$ cat config.mk
export PLATFORM = sky130hd
export DESIGN_NAME = bresenham_line_rasterizer_unit
export DESIGN_NICKNAME = d
export VERILOG_FILES = /design/src/hdl/blr_pkg.sv /design/src/hdl/blr_core.sv /design/src/hdl/blr_out_stage.sv /design/src/hdl/bresenham_line_rasterizer_unit.sv
export VERILOG_INCLUDE_DIRS = /design/src /design/src/hdl
export SDC_FILE = /design/constraint.sdc
export NUM_CORES = 1
export LEC_CHECK = 0
export ABC_AREA = 1
export BUFFER_PORTS_ARGS = -buffer_cell sky130_fd_sc_hd__buf_2
export CORE_MARGIN = 4
export CORE_UTILIZATION = 50
export DETAILED_ROUTE_END_ITERATION = 12
export GPL_TIMING_DRIVEN = 0
export PLACE_DENSITY = 0.73
export SYNTH_ARGS = -nofsm -noshare
export SYNTH_HDL_FRONTEND = slang
export SYNTH_SLANG_ARGS = --single-unit
$ cat constraint.sdc
create_clock -name clk_i -period 7.9 [get_ports clk_i]
set_clock_uncertainty 0.1 [all_clocks]
set_input_delay 0.395 -clock clk_i [delete_from_list [all_inputs] [get_ports clk_i]]
set_output_delay 0.395 -clock clk_i [all_outputs]
set_load 0.005 [all_outputs]
$ cat src/hdl/bresenham_line_rasterizer_unit_assert.svh
// ---------------------------------------------------------------------------
// Assertion macros for the Bresenham line rasterizer.
// Clocked on clk_i, and switched off while rst_ni is low.
// ---------------------------------------------------------------------------
`ifndef BRESENHAM_LINE_RASTERIZER_UNIT_ASSERT_SVH
`define BRESENHAM_LINE_RASTERIZER_UNIT_ASSERT_SVH

// Implication or plain property, checked at every rising edge outside reset.
`define BLR_ASSERT(lbl, prop, msg) \
  lbl: assert property (@(posedge clk_i) disable iff (!rst_ni) (prop)) else $error(msg);

// The consequent is checked in the cycle after the trigger.
`define BLR_ASSERT_NEXT(lbl, trig, cons, msg) \
  lbl: assert property (@(posedge clk_i) disable iff (!rst_ni) (trig) |=> (cons)) \
    else $error(msg);

`endif

$ cat src/hdl/blr_pkg.sv
// ---------------------------------------------------------------------------
// blr_pkg
// Shared types and constants of the Bresenham line rasterizer.
// ---------------------------------------------------------------------------
`default_nettype none

package blr_pkg;

  // Default coordinate width in bits.
  localparam int unsigned COORD_BITS_DEF = 12;

  // Item kinds carried on the input tuser bit.
  typedef enum logic {
    KIND_START   = 1'b0,
    KIND_ADVANCE = 1'b1
  } kind_e;

  // Step direction of the minor axis.
  typedef enum logic [1:0] {
    MINOR_NONE = 2'b00,
    MINOR_UP   = 2'b01,
    MINOR_DOWN = 2'b11
  } minor_sign_e;

endpackage

`default_nettype wire

$ cat src/hdl/blr_core.sv
// ---------------------------------------------------------------------------
// blr_core
// Line state registers and the single-step Bresenham update that produces
// one pixel per accepted word.
// ---------------------------------------------------------------------------
`default_nettype none

`include "bresenham_line_rasterizer_unit_assert.svh"

module blr_core #(
  parameter int unsigned CoordBits = blr_pkg::COORD_BITS_DEF
) (
  input  wire logic                 clk_i,
  input  wire logic                 rst_ni,
  input  wire logic                 step_i,
  input  wire logic                 kind_i,
  input  wire logic [CoordBits-1:0] start_x_i,
  input  wire logic [CoordBits-1:0] start_y_i,
  input  wire logic [CoordBits-1:0] end_x_i,
  input  wire logic [CoordBits-1:0] end_y_i,
  output logic                      res_valid_o,
  output logic [CoordBits-1:0]      res_x_o,
  output logic [CoordBits-1:0]      res_y_o,
  output logic                      res_last_o
);

  localparam int unsigned ErrBits = CoordBits + 2;

  logic                      active_q, active_d;
  logic                      steep_q, steep_d;
  logic [CoordBits-1:0]      major_pos_q, major_pos_d;
  logic [CoordBits-1:0]      minor_pos_q, minor_pos_d;
  logic [CoordBits-1:0]      major_end_q, major_end_d;
  logic                      major_sign_q, major_sign_d;
  blr_pkg::minor_sign_e      minor_sign_q, minor_sign_d;
  logic [CoordBits-1:0]      major_delta_q, major_delta_d;
  logic [CoordBits-1:0]      minor_delta_q, minor_delta_d;
  logic [ErrBits-1:0]        error_q, error_d;

  logic [CoordBits-1:0]      adx, ady;
  logic                      st_steep;
  logic [CoordBits-1:0]      st_maj_s, st_maj_e, st_min_s, st_min_e, st_maj_d, st_min_d;
  logic [ErrBits-1:0]        adv_twice_min, adv_twice_maj;

  always_comb begin
    adx = (start_x_i >= end_x_i) ? (start_x_i - end_x_i) : (end_x_i - start_x_i);
    ady = (start_y_i >= end_y_i) ? (start_y_i - end_y_i) : (end_y_i - start_y_i);
    // A tie keeps x as the major axis.
    st_steep = (adx < ady);
    st_maj_s = st_steep ? start_y_i : start_x_i;
    st_maj_e = st_steep ? end_y_i   : end_x_i;
    st_min_s = st_steep ? start_x_i : start_y_i;
    st_min_e = st_steep ? end_x_i   : end_y_i;
    st_maj_d = st_steep ? ady : adx;
    st_min_d = st_steep ? adx : ady;

    adv_twice_min = {1'b0, minor_delta_q, 1'b0};
    adv_twice_maj = {1'b0, major_delta_q, 1'b0};

    active_d      = active_q;
    steep_d       = steep_q;
    major_pos_d   = major_pos_q;
    minor_pos_d   = minor_pos_q;
    major_end_d   = major_end_q;
    major_sign_d  = major_sign_q;
    minor_sign_d  = minor_sign_q;
    major_delta_d = major_delta_q;
    minor_delta_d = minor_delta_q;
    error_d       = error_q;

    if (kind_i == blr_pkg::KIND_START) begin
      steep_d       = st_steep;
      major_pos_d   = st_maj_s;
      minor_pos_d   = st_min_s;
      major_end_d   = st_maj_e;
      major_delta_d = st_maj_d;
      minor_delta_d = st_min_d;
      major_sign_d  = (st_maj_e < st_maj_s);
      if (st_min_e == st_min_s) begin
        minor_sign_d = blr_pkg::MINOR_NONE;
      end else if (st_min_e < st_min_s) begin
        minor_sign_d = blr_pkg::MINOR_DOWN;
      end else begin
        minor_sign_d = blr_pkg::MINOR_UP;
      end
      error_d  = {1'b0, st_min_d, 1'b0} - {2'b00, st_maj_d};
      active_d = (st_maj_s != st_maj_e);
    end else if (active_q) begin
      // The sign bit of the error term chooses whether the minor axis steps.
      if (error_q[ErrBits-1]) begin
        error_d = error_q + adv_twice_min;
      end else begin
        error_d = error_q + adv_twice_min - adv_twice_maj;
        case (minor_sign_q)
          blr_pkg::MINOR_UP:   minor_pos_d = minor_pos_q + 1'b1;
          blr_pkg::MINOR_DOWN: minor_pos_d = minor_pos_q - 1'b1;
          default:             minor_pos_d = minor_pos_q;
        endcase
      end
      major_pos_d = major_sign_q ? (major_pos_q - 1'b1) : (major_pos_q + 1'b1);
      active_d    = (major_pos_d != major_end_q);
    end

    // An advance with no line in progress gives an empty result.
    res_valid_o = (kind_i == blr_pkg::KIND_START) || active_q;
    res_x_o     = '0;
    res_y_o     = '0;
    res_last_o  = 1'b0;
    if (res_valid_o) begin
      res_x_o    = steep_d ? minor_pos_d : major_pos_d;
      res_y_o    = steep_d ? major_pos_d : minor_pos_d;
      res_last_o = !active_d;
    end
  end

  always_ff @(posedge clk_i or negedge rst_ni) begin
    if (!rst_ni) begin
      active_q      <= 1'b0;
      steep_q       <= 1'b0;
      major_pos_q   <= '0;
      minor_pos_q   <= '0;
      major_end_q   <= '0;
      major_sign_q  <= 1'b0;
      minor_sign_q  <= blr_pkg::MINOR_NONE;
      major_delta_q <= '0;
      minor_delta_q <= '0;
      error_q       <= '0;
    end else if (step_i) begin
      active_q      <= active_d;
      steep_q       <= steep_d;
      major_pos_q   <= major_pos_d;
      minor_pos_q   <= minor_pos_d;
      major_end_q   <= major_end_d;
      major_sign_q  <= major_sign_d;
      minor_sign_q  <= minor_sign_d;
      major_delta_q <= major_delta_d;
      minor_delta_q <= minor_delta_d;
      error_q       <= error_d;
    end
  end

  // A pixel marked last always closes the line.
  `BLR_ASSERT_NEXT(a_last_ends_line, step_i && res_valid_o && res_last_o, !active_q,
    "line still active after its last pixel")

  // An advance with no line in progress must not disturb the state.
  `BLR_ASSERT_NEXT(a_idle_advance_stable,
    step_i && (kind_i == blr_pkg::KIND_ADVANCE) && !active_q,
    !active_q && $stable(major_pos_q) && $stable(minor_pos_q) && $stable(error_q),
    "idle advance changed the line state")

  // Every advance of an active line moves along the major axis.
  `BLR_ASSERT_NEXT(a_major_moves,
    step_i && (kind_i == blr_pkg::KIND_ADVANCE) && active_q,
    major_pos_q != $past(major_pos_q),
    "major position did not move on an advance")

  // The minor axis has no direction exactly when it has no extent.
  `BLR_ASSERT(a_minor_sign_delta,
    (minor_sign_q == blr_pkg::MINOR_NONE) == (minor_delta_q == '0),
    "minor step direction disagrees with minor delta")

endmodule

`default_nettype wire

$ cat src/hdl/blr_out_stage.sv
// ---------------------------------------------------------------------------
// blr_out_stage
// Result register of the rasterizer. It holds one pixel word for the
// downstream side and is refilled in the cycle that word is taken.
// ---------------------------------------------------------------------------
`default_nettype none

module blr_out_stage #(
  parameter int unsigned CoordBits = blr_pkg::COORD_BITS_DEF
) (
  input  wire logic                 clk_i,
  input  wire logic                 rst_ni,
  input  wire logic                 load_i,
  input  wire logic                 res_valid_i,
  input  wire logic [CoordBits-1:0] res_x_i,
  input  wire logic [CoordBits-1:0] res_y_i,
  input  wire logic                 res_last_i,
  input  wire logic                 take_i,
  output logic                      space_o,
  output logic                      out_valid_o,
  output logic                      res_valid_o,
  output logic [CoordBits-1:0]      res_x_o,
  output logic [CoordBits-1:0]      res_y_o,
  output logic                      res_last_o
);

  logic                 out_valid_q, out_valid_d;
  logic                 res_valid_q;
  logic [CoordBits-1:0] res_x_q, res_y_q;
  logic                 res_last_q;

  // The register can take a new word when empty or when its word leaves now.
  assign space_o = !out_valid_q || take_i;

  always_comb begin
    out_valid_d = out_valid_q;
    if (load_i) begin
      out_valid_d = 1'b1;
    end else if (take_i) begin
      out_valid_d = 1'b0;
    end
  end

  always_ff @(posedge clk_i or negedge rst_ni) begin
    if (!rst_ni) begin
      out_valid_q <= 1'b0;
    end else begin
      out_valid_q <= out_valid_d;
    end
  end

  always_ff @(posedge clk_i) begin
    if (load_i) begin
      res_valid_q <= res_valid_i;
      res_x_q     <= res_x_i;
      res_y_q     <= res_y_i;
      res_last_q  <= res_last_i;
    end
  end

  assign out_valid_o = out_valid_q;
  assign res_valid_o = res_valid_q;
  assign res_x_o     = res_x_q;
  assign res_y_o     = res_y_q;
  assign res_last_o  = res_last_q;

endmodule

`default_nettype wire

$ cat src/hdl/bresenham_line_rasterizer_unit.sv
// ---------------------------------------------------------------------------
// bresenham_line_rasterizer_unit
// Integer Bresenham line rasterizer with stream input and output.
// ---------------------------------------------------------------------------
// Each input word is either a start (tuser low), which loads two endpoints
// and yields the first pixel, or an advance (tuser high), which yields the
// next pixel of the current line; the pixel that reaches the second endpoint
// has tlast set. An advance with no line in progress yields a word with tuser
// low and zero coordinates. The block takes one word per clock while the
// result register has space, and returns its pixel in the next cycle from
// the result register; the line state is updated by one add on the error
// term and the coordinate steps. While the result register is full and not
// taken, s_axis_tready is low.
`default_nettype none

module bresenham_line_rasterizer_unit #(
  parameter int unsigned  CoordBits = blr_pkg::COORD_BITS_DEF,
  localparam int unsigned InWidth   = ((4 * CoordBits + 7) / 8) * 8,
  localparam int unsigned OutWidth  = ((2 * CoordBits + 7) / 8) * 8
) (
  input  wire logic                 clk_i,
  input  wire logic                 rst_ni,
  input  wire logic                 s_axis_tvalid,
  output logic                      s_axis_tready,
  // start_x, start_y, end_x, end_y from bit 0 up, zero filled to whole bytes
  input  wire logic [InWidth-1:0]   s_axis_tdata,
  // kind
  input  wire logic                 s_axis_tuser,
  output logic                      m_axis_tvalid,
  input  wire logic                 m_axis_tready,
  // pixel_x, pixel_y from bit 0 up, zero filled to whole bytes
  output logic [OutWidth-1:0]       m_axis_tdata,
  // valid_res
  output logic                      m_axis_tuser,
  // last
  output logic                      m_axis_tlast
);

  logic                 step;
  logic                 space;
  logic                 core_valid, core_last;
  logic [CoordBits-1:0] core_x, core_y;
  logic [CoordBits-1:0] out_x, out_y;

  assign s_axis_tready = space;
  assign step          = s_axis_tvalid && space;

  blr_core #(
    .CoordBits (CoordBits)
  ) u_core (
    .clk_i       (clk_i),
    .rst_ni      (rst_ni),
    .step_i      (step),
    .kind_i      (s_axis_tuser),
    .start_x_i   (s_axis_tdata[CoordBits-1:0]),
    .start_y_i   (s_axis_tdata[2*CoordBits-1:CoordBits]),
    .end_x_i     (s_axis_tdata[3*CoordBits-1:2*CoordBits]),
    .end_y_i     (s_axis_tdata[4*CoordBits-1:3*CoordBits]),
    .res_valid_o (core_valid),
    .res_x_o     (core_x),
    .res_y_o     (core_y),
    .res_last_o  (core_last)
  );

  blr_out_stage #(
    .CoordBits (CoordBits)
  ) u_out (
    .clk_i       (clk_i),
    .rst_ni      (rst_ni),
    .load_i      (step),
    .res_valid_i (core_valid),
    .res_x_i     (core_x),
    .res_y_i     (core_y),
    .res_last_i  (core_last),
    .take_i      (m_axis_tready),
    .space_o     (space),
    .out_valid_o (m_axis_tvalid),
    .res_valid_o (m_axis_tuser),
    .res_x_o     (out_x),
    .res_y_o     (out_y),
    .res_last_o  (m_axis_tlast)
  );

  assign m_axis_tdata = OutWidth'({out_y, out_x});

endmodule

`default_nettype wire
==> results of run 1 <==
==> layout by cell type, fill, tap and decap left out, types with 5 or more instances in the layout <==
master / count
sky130_fd_sc_hd__a21o_1: 6
sky130_fd_sc_hd__a21oi_1: 100
sky130_fd_sc_hd__a31oi_1: 11
sky130_fd_sc_hd__buf_2: 90
sky130_fd_sc_hd__buf_4: 9
sky130_fd_sc_hd__clkbuf_1: 30
sky130_fd_sc_hd__clkbuf_16: 9
sky130_fd_sc_hd__dfrtp_1: 79
sky130_fd_sc_hd__edfxtp_1: 26
sky130_fd_sc_hd__fa_1: 9
sky130_fd_sc_hd__ha_1: 133
sky130_fd_sc_hd__inv_1: 235
sky130_fd_sc_hd__inv_2: 6
sky130_fd_sc_hd__nand2_1: 508
sky130_fd_sc_hd__nand2_2: 35
sky130_fd_sc_hd__nand2_4: 17
sky130_fd_sc_hd__nand3_1: 92
sky130_fd_sc_hd__nand4_1: 11
sky130_fd_sc_hd__nor2_1: 71
sky130_fd_sc_hd__nor2_2: 9
sky130_fd_sc_hd__nor3_1: 14
sky130_fd_sc_hd__o211ai_1: 17
sky130_fd_sc_hd__o21a_1: 5
sky130_fd_sc_hd__o21ai_0: 180
sky130_fd_sc_hd__o21ai_1: 12
sky130_fd_sc_hd__o21bai_1: 11
sky130_fd_sc_hd__o22ai_1: 7
sky130_fd_sc_hd__or2_2: 12
sky130_fd_sc_hd__xnor2_1: 16
sky130_fd_sc_hd__xor2_1: 49
==> critical path: cells and delay by family <==
family	cells	cell delay, ns
AO/OA/AOI/OAI	9	2.63
XOR/XNOR	1	0.33
adder cells (fa/ha/maj)	3	0.94
buffers and inverters	10	1.80
AND/OR/NAND/NOR	8	0.66
==> metrics by stage <==
| stage | util | instance area (sq um) | instances |
|---|---|---|---|
| floorplan | - | 12100 | 1786 |
| global placement | 0.546 | 12900 | 2185 |
| detailed placement | 0.547 | 13000 | 2186 |
| CTS | 0.561 | 13300 | 2203 |
| global route | 0.561 | 13300 | 2203 |
| finish | 0.561 | 13300 | 2203 |
==> per-layer routing <==
metal,global-route usage,vias up,share of wire
li1,-,6027,-
met1,0.392,5621,0.44
met2,0.472,471,0.45
met3,0.0301,84,0.064
met4,0.119,0,0.043
met5,0,-,0
==> path summary, 6_finish.rpt <==
kind	startpoint	end	slack [ns]	cells after the start
max in group asynchronous	rst_ni	u_core.minor_delta_q[4]$_DFFE_PN0P_	6.73	3
max reg2reg	u_core.error_q[1]$_DFFE_PN0P_	u_core.error_q[10]$_DFFE_PN0P_	4.24	21
max	s_axis_tdata[8]	u_core.minor_sign_q[1]$_DFFE_PN0P_	1.24	31
min	m_axis_tready	u_out.out_valid_o$_DFFE_PN0P_	0.19	4
min in group asynchronous	rst_ni	u_core.major_end_q[7]$_DFFE_PN0P_	0.36	2
min reg2reg	u_core.major_delta_q[3]$_DFFE_PN0P_	u_core.major_delta_q[3]$_DFFE_PN0P_	0.40	2
==> power by group through the flow <==
stage               registers, mW  logic [mW]  clock network [mW]
floorplan                   0.924        3.62                   0
global placement            0.967        4.69                   0
detailed placement          0.970        4.76                   0
CTS                         0.963        4.80               0.478
global route                0.990        5.47               0.504
finish                      0.969        4.89               0.475
==> state kept, by name, summed over array words and instances, names as in the netlist, 2 cells and up <==
name,flops
u_core.error_q,13
u_core.major_delta_q,12
u_core.major_end_q,12
u_core.major_pos_q,12
u_core.minor_delta_q,12
u_core.minor_pos_q,12
u_out.res_x_o,12
u_out.res_y_o,12
u_core.minor_sign_q,2
==> cells by family after synthesis <==
| kind of cell | Yosys count | synth area share |
|---|---|---|
| mux | 2 | 0.00165 |
| compound gates | 382 | 0.179 |
| buf+inv | 304 | 0.102 |
| flops | 105 | 0.227 |
| fa+ha+maj | 142 | 0.152 |
| simple gates | 786 | 0.291 |
| xor+xnor | 65 | 0.0469 |
==> final cells by class <==
type	count	area, sq um	share of cell area
multi-input cells	1377	8130	0.612
flip-flops and latches	105	2760	0.207
inverters	249	941	0.0708
repair buffers	82	440	0.0331
well taps	319	399	0.0300
plain buffers	55	302	0.0227
clock buffers	9	225	0.0169
clock inverters	7	96.3	0.00725
==> impl_results.md, run 1 <==
* Number of different library cells in the post-synthesis netlist at 62
* Sequential cell fraction of total power at 0.153
* Worst min-delay path category: in2reg
* Core area at 23,700 sq um
* Critical path's largest stage delay at 0.79 ns
* Clock power share at 0.075
* Largest buffer count on any clock path at 2
* Total clock buffers created by CTS at 9
* Proportion of power drawn by combinational gates at 0.772
* CTS root buf: sky130_fd_sc_hd__clkbuf_16
* First-iteration detailed-routing DRC count at 1,120
* Floorplan die area at 26,800 sq um
* Vias in the first global route at 11,500
* Post-Route Setup TNS at 0 ns
* DRC violation count after routing at 0
* Minimum setup slack after placement at 1.02 ns
* Crit path required time at between 8 and 9 ns
* Clk Latency, worst-skew pair at 0.36 ns
* FMAX at 0.150 GHz
* Max-Cap Viols at 0
* Category of the worst setup path launch point: input pin
* Time the worst path needs with I/O delays and setup at 6.66 ns
* Cells after synthesis at between 1,500 and 2,000
* RSZ-0062 raised after global routing: no
* Pin count of the biggest net entering global routing at 59
* Final net count at 2,074
* Final setup fails at 0
* Seq/Total Area, Yosys at 0.227
* H-Tree Depth at 3
* Status: finished, final reports clean
* Register bit total from synthesis at 105
* Final weighted congestion in routability-driven placement at 1.02
* Y dimension of the die at 164 um
* Highest net fanout along the worst path at 10
* Setup Buffers After CTS at 0
* Warnings, synthesis at 0
* Detailed Route WL at 38,700 um
* Library cell with the largest summed area after synthesis: sky130_fd_sc_hd__dfrtp_1
* Boundary Pins at 81
* WL per Instance at roughly 18 um
* Share of async-settable or async-resettable flops after synthesis at 0.752
* Tcrit/Tclk final at 0.844
* Antenna violations before repair at 1
* Switching share of power at 0.561
* Register clock-pin slew on the reported worst setup and hold paths at roughly 0.09 ns
* Final setup slack of the worst path at about 1.2 ns
* TritonCTS clock tree: yes
* Final number of max-transition violations at 0
* Gr usage total at 0.289
* Final hold slack at between 0.15 and 0.2 ns
* Global-route wire length before repair at 61,000 um
* Commonest cells in the synthesized netlist: 508 x sky130_fd_sc_hd__nand2_1, 235 x sky130_fd_sc_hd__inv_1, 180 x sky130_fd_sc_hd__o21ai_0
* Post-CTS Hold Buffers at 1
* Effective utilization at floorplan at 0.512
* Worst VDD drop at 0.000218 V
* Worst setup EP type: flop
* Overflow left after global routing at 0
* Row count at 56
* Via count at 12,200
* Area added between synthesis and finish at 9.58%
* Fraction of layout instances using a drive strength above 1 at 0.121
* Number of enable flip-flop cells after synthesis at 26
* Area of the mapped netlist at 12,100 sq um
* Internal at 2.78 mW
* Quantity of gates resized following cts at 0
* Cell type of the slowest stage on the worst timing path: sky130_fd_sc_hd__o311ai_0
* Number of filler cells placed in the layout at 2,395
* Number of inserted diodes at 0
* Syn_nets at around 2,000
* Reported net switching power at 3.55 mW
* Die width at 164 um
* Detailed placer's ending HPWL at ~32,000 um
* Syn_area_per_cell at 6.79 sq um
* Main flop type after synthesis: sky130_fd_sc_hd__dfrtp_1
* First drt pass iteration count at 5
* Port-buffer cells at 80
* Data arrival time of the worst path at 6.77 ns
* Sinks on the clock net at between 100 and 150
* Overall power consumption at roughly 6.3 mW
* Antenna-violating nets left at 0
* Area share of the largest cell type after synthesis at 0.163
* P_leak at 6.98 nW
* Ranking of synthesized cells by area: sky130_fd_sc_hd__dfrtp_1 16%, sky130_fd_sc_hd__nand2_1 16%, sky130_fd_sc_hd__ha_1 14%
* Least-Margin Pin Slew at 0.957 ns
* Most frequent cell after synthesis: sky130_fd_sc_hd__nand2_1
* Critical path start-end classification: in2reg
* Headroom to the max-slew limit at 0.354
* Vias/cell at 5.54
* Total power divided by cell area at 476 nW/um^2
* Number of hold-slack violations in the final timing report at 0
Note: power is estimated with default switching activity, not from simulation.
==> run 2: changes to the inputs <==
Clock period 7.9 ns to 6.19 ns, I/O delays scaled along.
==> impl_results.md, run 2 (synthesis results as in run 1) <==
* Area added between synthesis and finish at 10.2% (was 9.58%)
* First drt pass iteration count at 8 (was 5)
* Category of the worst setup path launch point: input pin (unchanged)
* Vias in the first global route at 11,500 (about the same)
* Y dimension of the die at 164 um (unchanged)
* Largest Register: u_core.error_q (unchanged)
* Time the worst path needs with I/O delays and setup at 5.83 ns
* Area of the multi-input gates at 8200 sq um (was 8130 sq um)
* Vias/cell at 5.55 (was 5.54)
* Core area at 23,700 sq um (unchanged)
* Pin count of the biggest net entering global routing at 59 (unchanged)
* Final setup slack of the worst path at 0.360 ns (was 1.24 ns)
* Sinks on the clock net at 105 (unchanged)
* Critical path start-end classification: in2reg (unchanged)
* Status: finished, final reports clean (unchanged)
* Largest register FFs at 13 (unchanged)
* Instance area after placement at 13,000 sq um (unchanged)
* Total clock buffers created by CTS at 9 (unchanged)
* Headroom to the max-slew limit at 0.365 (was 0.354)
* Commonest non-fill, non-tap cells in the layout: 508 x sky130_fd_sc_hd__nand2_1, 235 x sky130_fd_sc_hd__inv_1, 177 x sky130_fd_sc_hd__o21ai_0 (was 508 x sky130_fd_sc_hd__nand2_1, 235 x sky130_fd_sc_hd__inv_1, 180 x sky130_fd_sc_hd__o21ai_0)
* Crit path required time at 6.36 ns (was 8.01 ns)
* Clk Latency, worst-skew pair at 0.36 ns (about the same)
* Via count at 12,200 (about the same)
* Reg area at 2760 sq um (unchanged)
* Max-Cap Viols at 0 (unchanged)
* Gr usage total at 0.289 (about the same)
* Highest net fanout along the worst path at 10 (unchanged)
* Register clock-pin slew on the reported worst setup and hold paths at 0.09 ns (about the same)
* CTS root buf: sky130_fd_sc_hd__clkbuf_16 (unchanged)
* Detailed Route WL at 38,600 um (was 38,700 um)
* Effective utilization at floorplan at 0.512 (unchanged)
* Minimum setup slack after placement at -0.600 ns (was 1.02 ns)
* Post-Route Setup TNS at 0 ns (unchanged)
* DRC violation count after routing at 0 (unchanged)
* Total power divided by cell area at 609 nW/um^2 (was 476 nW/um^2)
* Sequential cell fraction of total power at 0.152 (was 0.153)
* H-Tree Depth at 3 (unchanged)
* Die width at 164 um (unchanged)
* Clock power share at 0.075 (about the same)
* Reported net switching power at 4.56 mW (was 3.55 mW)
* Internal at 3.58 mW (was 2.78 mW)
* FMAX at 0.172 GHz
* Tcrit/Tclk final at 0.942
* WL per Instance at 17.5 um (was 17.6 um)
* Final setup fails at 0 (unchanged)
* Final hold slack at 0.110 ns (was 0.195 ns)
* TritonCTS clock tree: yes (unchanged)
* Boundary Pins at 81 (unchanged)
* RSZ-0062 raised after global routing: no (unchanged)
* Switching share of power at 0.560 (was 0.561)
* Final net count at 2,074 (unchanged)
* Overflow left after global routing at 0 (unchanged)
* Number of hold-slack violations in the final timing report at 0 (unchanged)
* Critical path's largest stage delay at 0.45 ns (was 0.79 ns)
* Number of filler cells placed in the layout at 2,379 (was 2,395)
* Worst min-delay path category: in2reg (unchanged)
* Global-route wire length before repair at 61,100 um (was 61,000 um)
* Proportion of power drawn by combinational gates at 0.774 (was 0.772)
* Antenna violations before repair at 1 (unchanged)
* Most common cell after layout, fill and taps aside: sky130_fd_sc_hd__nand2_1 (unchanged)
* Most numerous cell on the critical path: sky130_fd_sc_hd__nand2_1
* Worst setup EP type: flop (unchanged)
* Least-Margin Pin Slew at 0.942 ns (was 0.957 ns)
* Port-buffer cells at 80 (unchanged)
* Worst VDD drop at 0.000273 V (was 0.000218 V)
* First-iteration detailed-routing DRC count at 1,197 (was 1,120)
* Final Instance Count excl. Fillers at 2,203 (unchanged)
* Row count at 56 (unchanged)
* Data arrival time of the worst path at 6.00 ns (was 6.77 ns)
* P_leak at 7.02 nW (was 6.98 nW)
* Cell type of the slowest stage on the worst timing path: sky130_fd_sc_hd__ha_1 (was sky130_fd_sc_hd__o311ai_0)
* Floorplan die area at 26,800 sq um (unchanged)
* Final number of max-transition violations at 0 (unchanged)
* Fraction of layout instances using a drive strength above 1 at 0.126 (was 0.121)
* Count of placed standard cells including taps at 2,186 (unchanged)
* Number of inserted diodes at 0 (unchanged)
* Final weighted congestion in routability-driven placement at 1.02 (unchanged)
* Largest buffer count on any clock path at 2 (unchanged)
* Final design instance area without fill at 13,400 sq um (was 13,300 sq um)
* Antenna-violating nets left at 0 (unchanged)
* Detailed placer's ending HPWL at 32,200 um (unchanged)
## run 2: cell types whose count changed in the layout (fill, tap and decap cells not counted), moves of 2 or more
cell / change
sky130_fd_sc_hd__o21ai_1: +2
sky130_fd_sc_hd__a21oi_1: -2
sky130_fd_sc_hd__clkbuf_1: -2
sky130_fd_sc_hd__o21ai_0: -3
sky130_fd_sc_hd__a21oi_2: +2
sky130_fd_sc_hd__clkbuf_4: +4
sky130_fd_sc_hd__buf_2: -4
## run 2: worst paths after layout
path	slack (ns)	from	endpoint	cells after the start
worst max-delay path	0.36	s_axis_tdata[8]	u_core.error_q[11]$_DFFE_PN0P_	35
max in group asynchronous	5.10	rst_ni	u_core.error_q[5]$_DFFE_PN0P_	3
min in group asynchronous	0.28	rst_ni	u_core.major_end_q[7]$_DFFE_PN0P_	2
worst max register to register	2.52	u_core.error_q[1]$_DFFE_PN0P_	u_core.error_q[10]$_DFFE_PN0P_	21
worst min register to register	0.40	u_core.error_q[12]$_DFFE_PN0P_	u_core.error_q[12]$_DFFE_PN0P_	2
worst min-delay path	0.11	m_axis_tready	u_out.out_valid_o$_DFFE_PN0P_	4
## run 2: routing by layer
metal  vias to the layer above  part of all wire  GRT usage
met5                         -                 0          0
met3                        91             0.071     0.0301
met2                       501              0.45      0.472
met1                      5596              0.44      0.393
met4                         0             0.043      0.119
li1                       6030                 -          -
## run 2: power groups by stage
stage / clock network, mW / registers [mW] / logic (mW)
after floorplan: 0 / 1.18 / 4.62
after global placement: 0 / 1.23 / 5.98
after detailed placement: 0 / 1.24 / 6.08
after CTS: 0.610 / 1.23 / 6.15
after global routing: 0.643 / 1.26 / 7.07
final: 0.607 / 1.24 / 6.30
## run 2: worst max-delay path, delay by kind of cell
| kind | cells | cell delay, ns |
|---|---|---|
| adder cells (fa/ha/maj) | 3 | 1.19 |
| XOR/XNOR | 1 | 0.31 |
| buffers and inverters | 9 | 1.40 |
| AO/OA/AOI/OAI | 6 | 1.42 |
| AND/OR/NAND/NOR | 16 | 1.33 |
## run 2: repair_timing
| action | CTS | global route |
|---|---|---|
| pin swaps | 0 | 2 |
| endpoints found under the hold margin | 21 | 0 |
| gates cloned | 0 | 0 |
| setup endpoints to repair | 2 | 13 |
| hold buffers | 1 | 0 |
| buffers inserted | 0 | 1 |
| resized for setup | 3 | 16 |
## run 2: area by class of cell
class / count / area share
Buffer: 54 / 0.0231
Sequential cell: 105 / 0.206
Clock inverter: 7 / 0.00721
Multi-Input combinational cell: 1377 / 0.613
Clock buffer: 9 / 0.0168
Tap cell: 319 / 0.0298
Inverter: 249 / 0.0704
Timing Repair Buffer: 83 / 0.0335
## run 2: through the flow
stage / power [mW] / utilization
floorplan: 5.80 / -
global placement: 7.22 / 0.546
detailed placement: 7.32 / 0.547
CTS: 7.99 / 0.562
global route: 8.97 / 0.565
finish: 8.14 / 0.565
==> run 3: changes to the inputs <==
Settings changed: PLACE_DENSITY 0.73 to 0.75.
Clock period 6.19 ns to 5.05 ns, I/O delays scaled along.
==> impl_results.md, run 3 (synthesis results as in run 1) <==
* Status: finished, final reports clean (unchanged)
* Final Instance Count excl. Fillers at 2,259 (was 2,203)
* Global-route wire length before repair at 64,300 um (was 61,100 um)
* Detailed placer's ending HPWL at 33,100 um (was 32,200 um)
* Worst min-delay path category: in2reg (unchanged)
* Number of hold-slack violations in the final timing report at 0 (unchanged)
* Cell type of the slowest stage on the worst timing path: sky130_fd_sc_hd__o311ai_4 (was sky130_fd_sc_hd__ha_1)
* First drt pass iteration count at 6 (was 8)
* DRC violation count after routing at 0 (unchanged)
* Most numerous cell on the critical path: sky130_fd_sc_hd__buf_12 (was sky130_fd_sc_hd__nand2_1)
* Via count at 12,500 (was 12,200)
* Gr usage total at 0.306 (was 0.289)
* Final setup slack of the worst path at 0.0379 ns (was 0.360 ns)
* Largest Register: u_core.error_q (unchanged)
* Layout Utilization at 0.603 (was 0.565)
* H-Tree Depth at 3 (unchanged)
* Final setup fails at 0 (unchanged)
* Overall power consumption at 10.9 mW (was 8.14 mW)
* Register clock-pin slew on the reported worst setup and hold paths at 0.09 ns (about the same)
* Antenna violations before repair at 1 (unchanged)
* Internal at 4.94 mW (was 3.58 mW)
* Minimum setup slack after placement at -2.22 ns (was -0.600 ns)
* CTS root buf: sky130_fd_sc_hd__clkbuf_16 (unchanged)
* Largest buffer count on any clock path at 2 (unchanged)
* Final design instance area without fill at 14,300 sq um (was 13,400 sq um)
* Worst VDD drop at 0.000396 V (was 0.000273 V)
* Highest net fanout along the worst path at 10 (unchanged)
* Combined buffer and inverter count along the critical path at 14 (was 9)
* Core area at 23,700 sq um (unchanged)
* Boundary Pins at 81 (unchanged)
* Row count at 56 (unchanged)
* Instance area after placement at 13,000 sq um (unchanged)
* Sinks on the clock net at 105 (unchanged)
* Reported net switching power at 6.00 mW (was 4.56 mW)
* Worst reg2reg setup slack at 1.39 ns (was 2.52 ns)
* Largest register FFs at 13 (unchanged)
* Detailed Route WL at 41,400 um (was 38,600 um)
* Overflow left after global routing at 0 (unchanged)
* WL per Instance at 18.3 um (was 17.5 um)
* Sequential cell fraction of total power at 0.138 (was 0.152)
* Floorplan die area at 26,800 sq um (unchanged)
* Fraction of layout instances using a drive strength above 1 at 0.185 (was 0.126)
* Commonest non-fill, non-tap cells in the layout: 502 x sky130_fd_sc_hd__nand2_1, 227 x sky130_fd_sc_hd__inv_1, 150 x sky130_fd_sc_hd__o21ai_0 (was 508 x sky130_fd_sc_hd__nand2_1, 235 x sky130_fd_sc_hd__inv_1, 177 x sky130_fd_sc_hd__o21ai_0)
* Y dimension of the die at 164 um (unchanged)
* Data arrival time of the worst path at 5.15 ns (was 6.00 ns)
* Die width at 164 um (unchanged)
* Number of filler cells placed in the layout at 2,255 (was 2,379)
* Tcrit/Tclk final at 0.992
* Category of cells accounting for the largest share of critical-path delay: buffers and inverters (was compound AO/OA/AOI/OAI gates)
* Antenna-violating nets left at 0 (unchanged)
* Headroom to the max-slew limit at 0.425 (was 0.365)
* Effective utilization at floorplan at 0.512 (unchanged)
* First-iteration detailed-routing DRC count at 1,079 (was 1,197)
* Least-Margin Pin Slew at 0.854 ns (was 0.942 ns)
* Pin count of the biggest net entering global routing at 60 (was 59)
* Max-Cap Viols at 0 (unchanged)
* RSZ-0062 raised after global routing: yes (was no)
* Critical path start-end classification: in2reg (unchanged)
* Proportion of power drawn by combinational gates at 0.795 (was 0.774)
* Final net count at 2,130 (was 2,074)
* Final weighted congestion in routability-driven placement at 0.969 (was 1.02)
* Switching share of power at 0.548 (was 0.560)
* FMAX at around 0.2 GHz
* Vias in the first global route at 11,900 (was 11,500)
* Crit path required time at 5.18 ns (was 6.36 ns)
* Number of inserted diodes at 0 (unchanged)
* Time the worst path needs with I/O delays and setup at ~5.0 ns
* Total power divided by cell area at 766 nW/um^2 (was 609 nW/um^2)
* TritonCTS clock tree: yes (unchanged)
* Area added between synthesis and finish at 17.7% (was 10.2%)
* Worst setup EP type: flop (unchanged)
* Count of placed standard cells including taps at 2,186 (unchanged)
* Total clock buffers created by CTS at 9 (unchanged)
* Category of the worst setup path launch point: input pin (unchanged)
* Port-buffer cells at 80 (unchanged)
* Final number of max-transition violations at 0 (unchanged)
* P_leak at 7.37 nW (was 7.02 nW)
* Critical path's largest stage delay at 0.36 ns (was 0.45 ns)
* Vias/cell at 5.54 (was 5.55)
* Clk Latency, worst-skew pair at 0.37 ns (was 0.36 ns)
* Clock power share at 0.067 (was 0.075)
* Most common cell after layout, fill and taps aside: sky130_fd_sc_hd__nand2_1 (unchanged)
## run 3: metrics by stage
stage,setup TNS (ns),hold slack (ns)
after floorplan,0,-0.143
after global placement,-30.71,0.370
after detailed placement,-30.85,0.0723
after CTS,-0.0427,0.0471
after global routing,-0.600,0.103
final,0,0.0467
## run 3: worst paths after layout
| kind | cells past startpoint | startpoint | to |
|---|---|---|---|
| max reg2reg | 20 | u_core.error_q[1]$_DFFE_PN0P_ | u_core.error_q[10]$_DFFE_PN0P_ |
| max in group asynchronous | 3 | rst_ni | u_core.error_q[8]$_DFFE_PN0P_ |
| min in group asynchronous | 2 | rst_ni | u_core.major_end_q[6]$_DFFE_PN0P_ |
| max | 37 | s_axis_tdata[0] | u_core.minor_sign_q[1]$_DFFE_PN0P_ |
| min | 4 | m_axis_tready | u_out.out_valid_o$_DFFE_PN0P_ |
| min reg2reg | 2 | u_core.error_q[4]$_DFFE_PN0P_ | u_core.error_q[4]$_DFFE_PN0P_ |
## run 3: layout make-up
cell class	count	area [sq um]	area share
inverters	249	943	0.0660
multi-input cells	1377	8550	0.598
clock buffers	9	225	0.0158
flip-flops and latches	105	2760	0.193
clock inverters	7	78.8	0.00552
well taps	319	399	0.0279
plain buffers	53	430	0.0301
repair buffers	140	901	0.0631
## run 3: power by group through the flow
stage / sequential (mW) / combinational (mW) / clock [mW]
after floorplan: 1.44 / 5.67 / 0
after global placement: 1.51 / 7.39 / 0
after detailed placement: 1.51 / 7.53 / 0
after CTS: 1.50 / 8.07 / 0.739
after global routing: 1.55 / 9.58 / 0.770
final: 1.51 / 8.70 / 0.734
## run 3: repair_timing
action | in CTS | in global routing
hold buffers | 1 | 0
setup buffers | 41 | 17
resized for setup | 69 | 96
pin swaps | 21 | 40
hold endpoints to repair | 20 | 0
endpoints found under the setup margin | 24 | 16
## run 3: tightest hold or removal path, cell delays in order
cell and delay, ns:
sky130_fd_sc_hd__buf_2 0.07, sky130_fd_sc_hd__inv_1 0.03, sky130_fd_sc_hd__nand2_1 0.08, sky130_fd_sc_hd__nand2_1 0.06
## run 3: layer usage
layer | global-route usage | share of wire | vias to the layer above
met3 | 0.0281 | 0.057 | 102
met1 | 0.411 | 0.43 | 5801
met4 | 0.108 | 0.037 | 0
met5 | 0 | 0 | -
li1 | - | - | 6148
met2 | 0.517 | 0.47 | 453
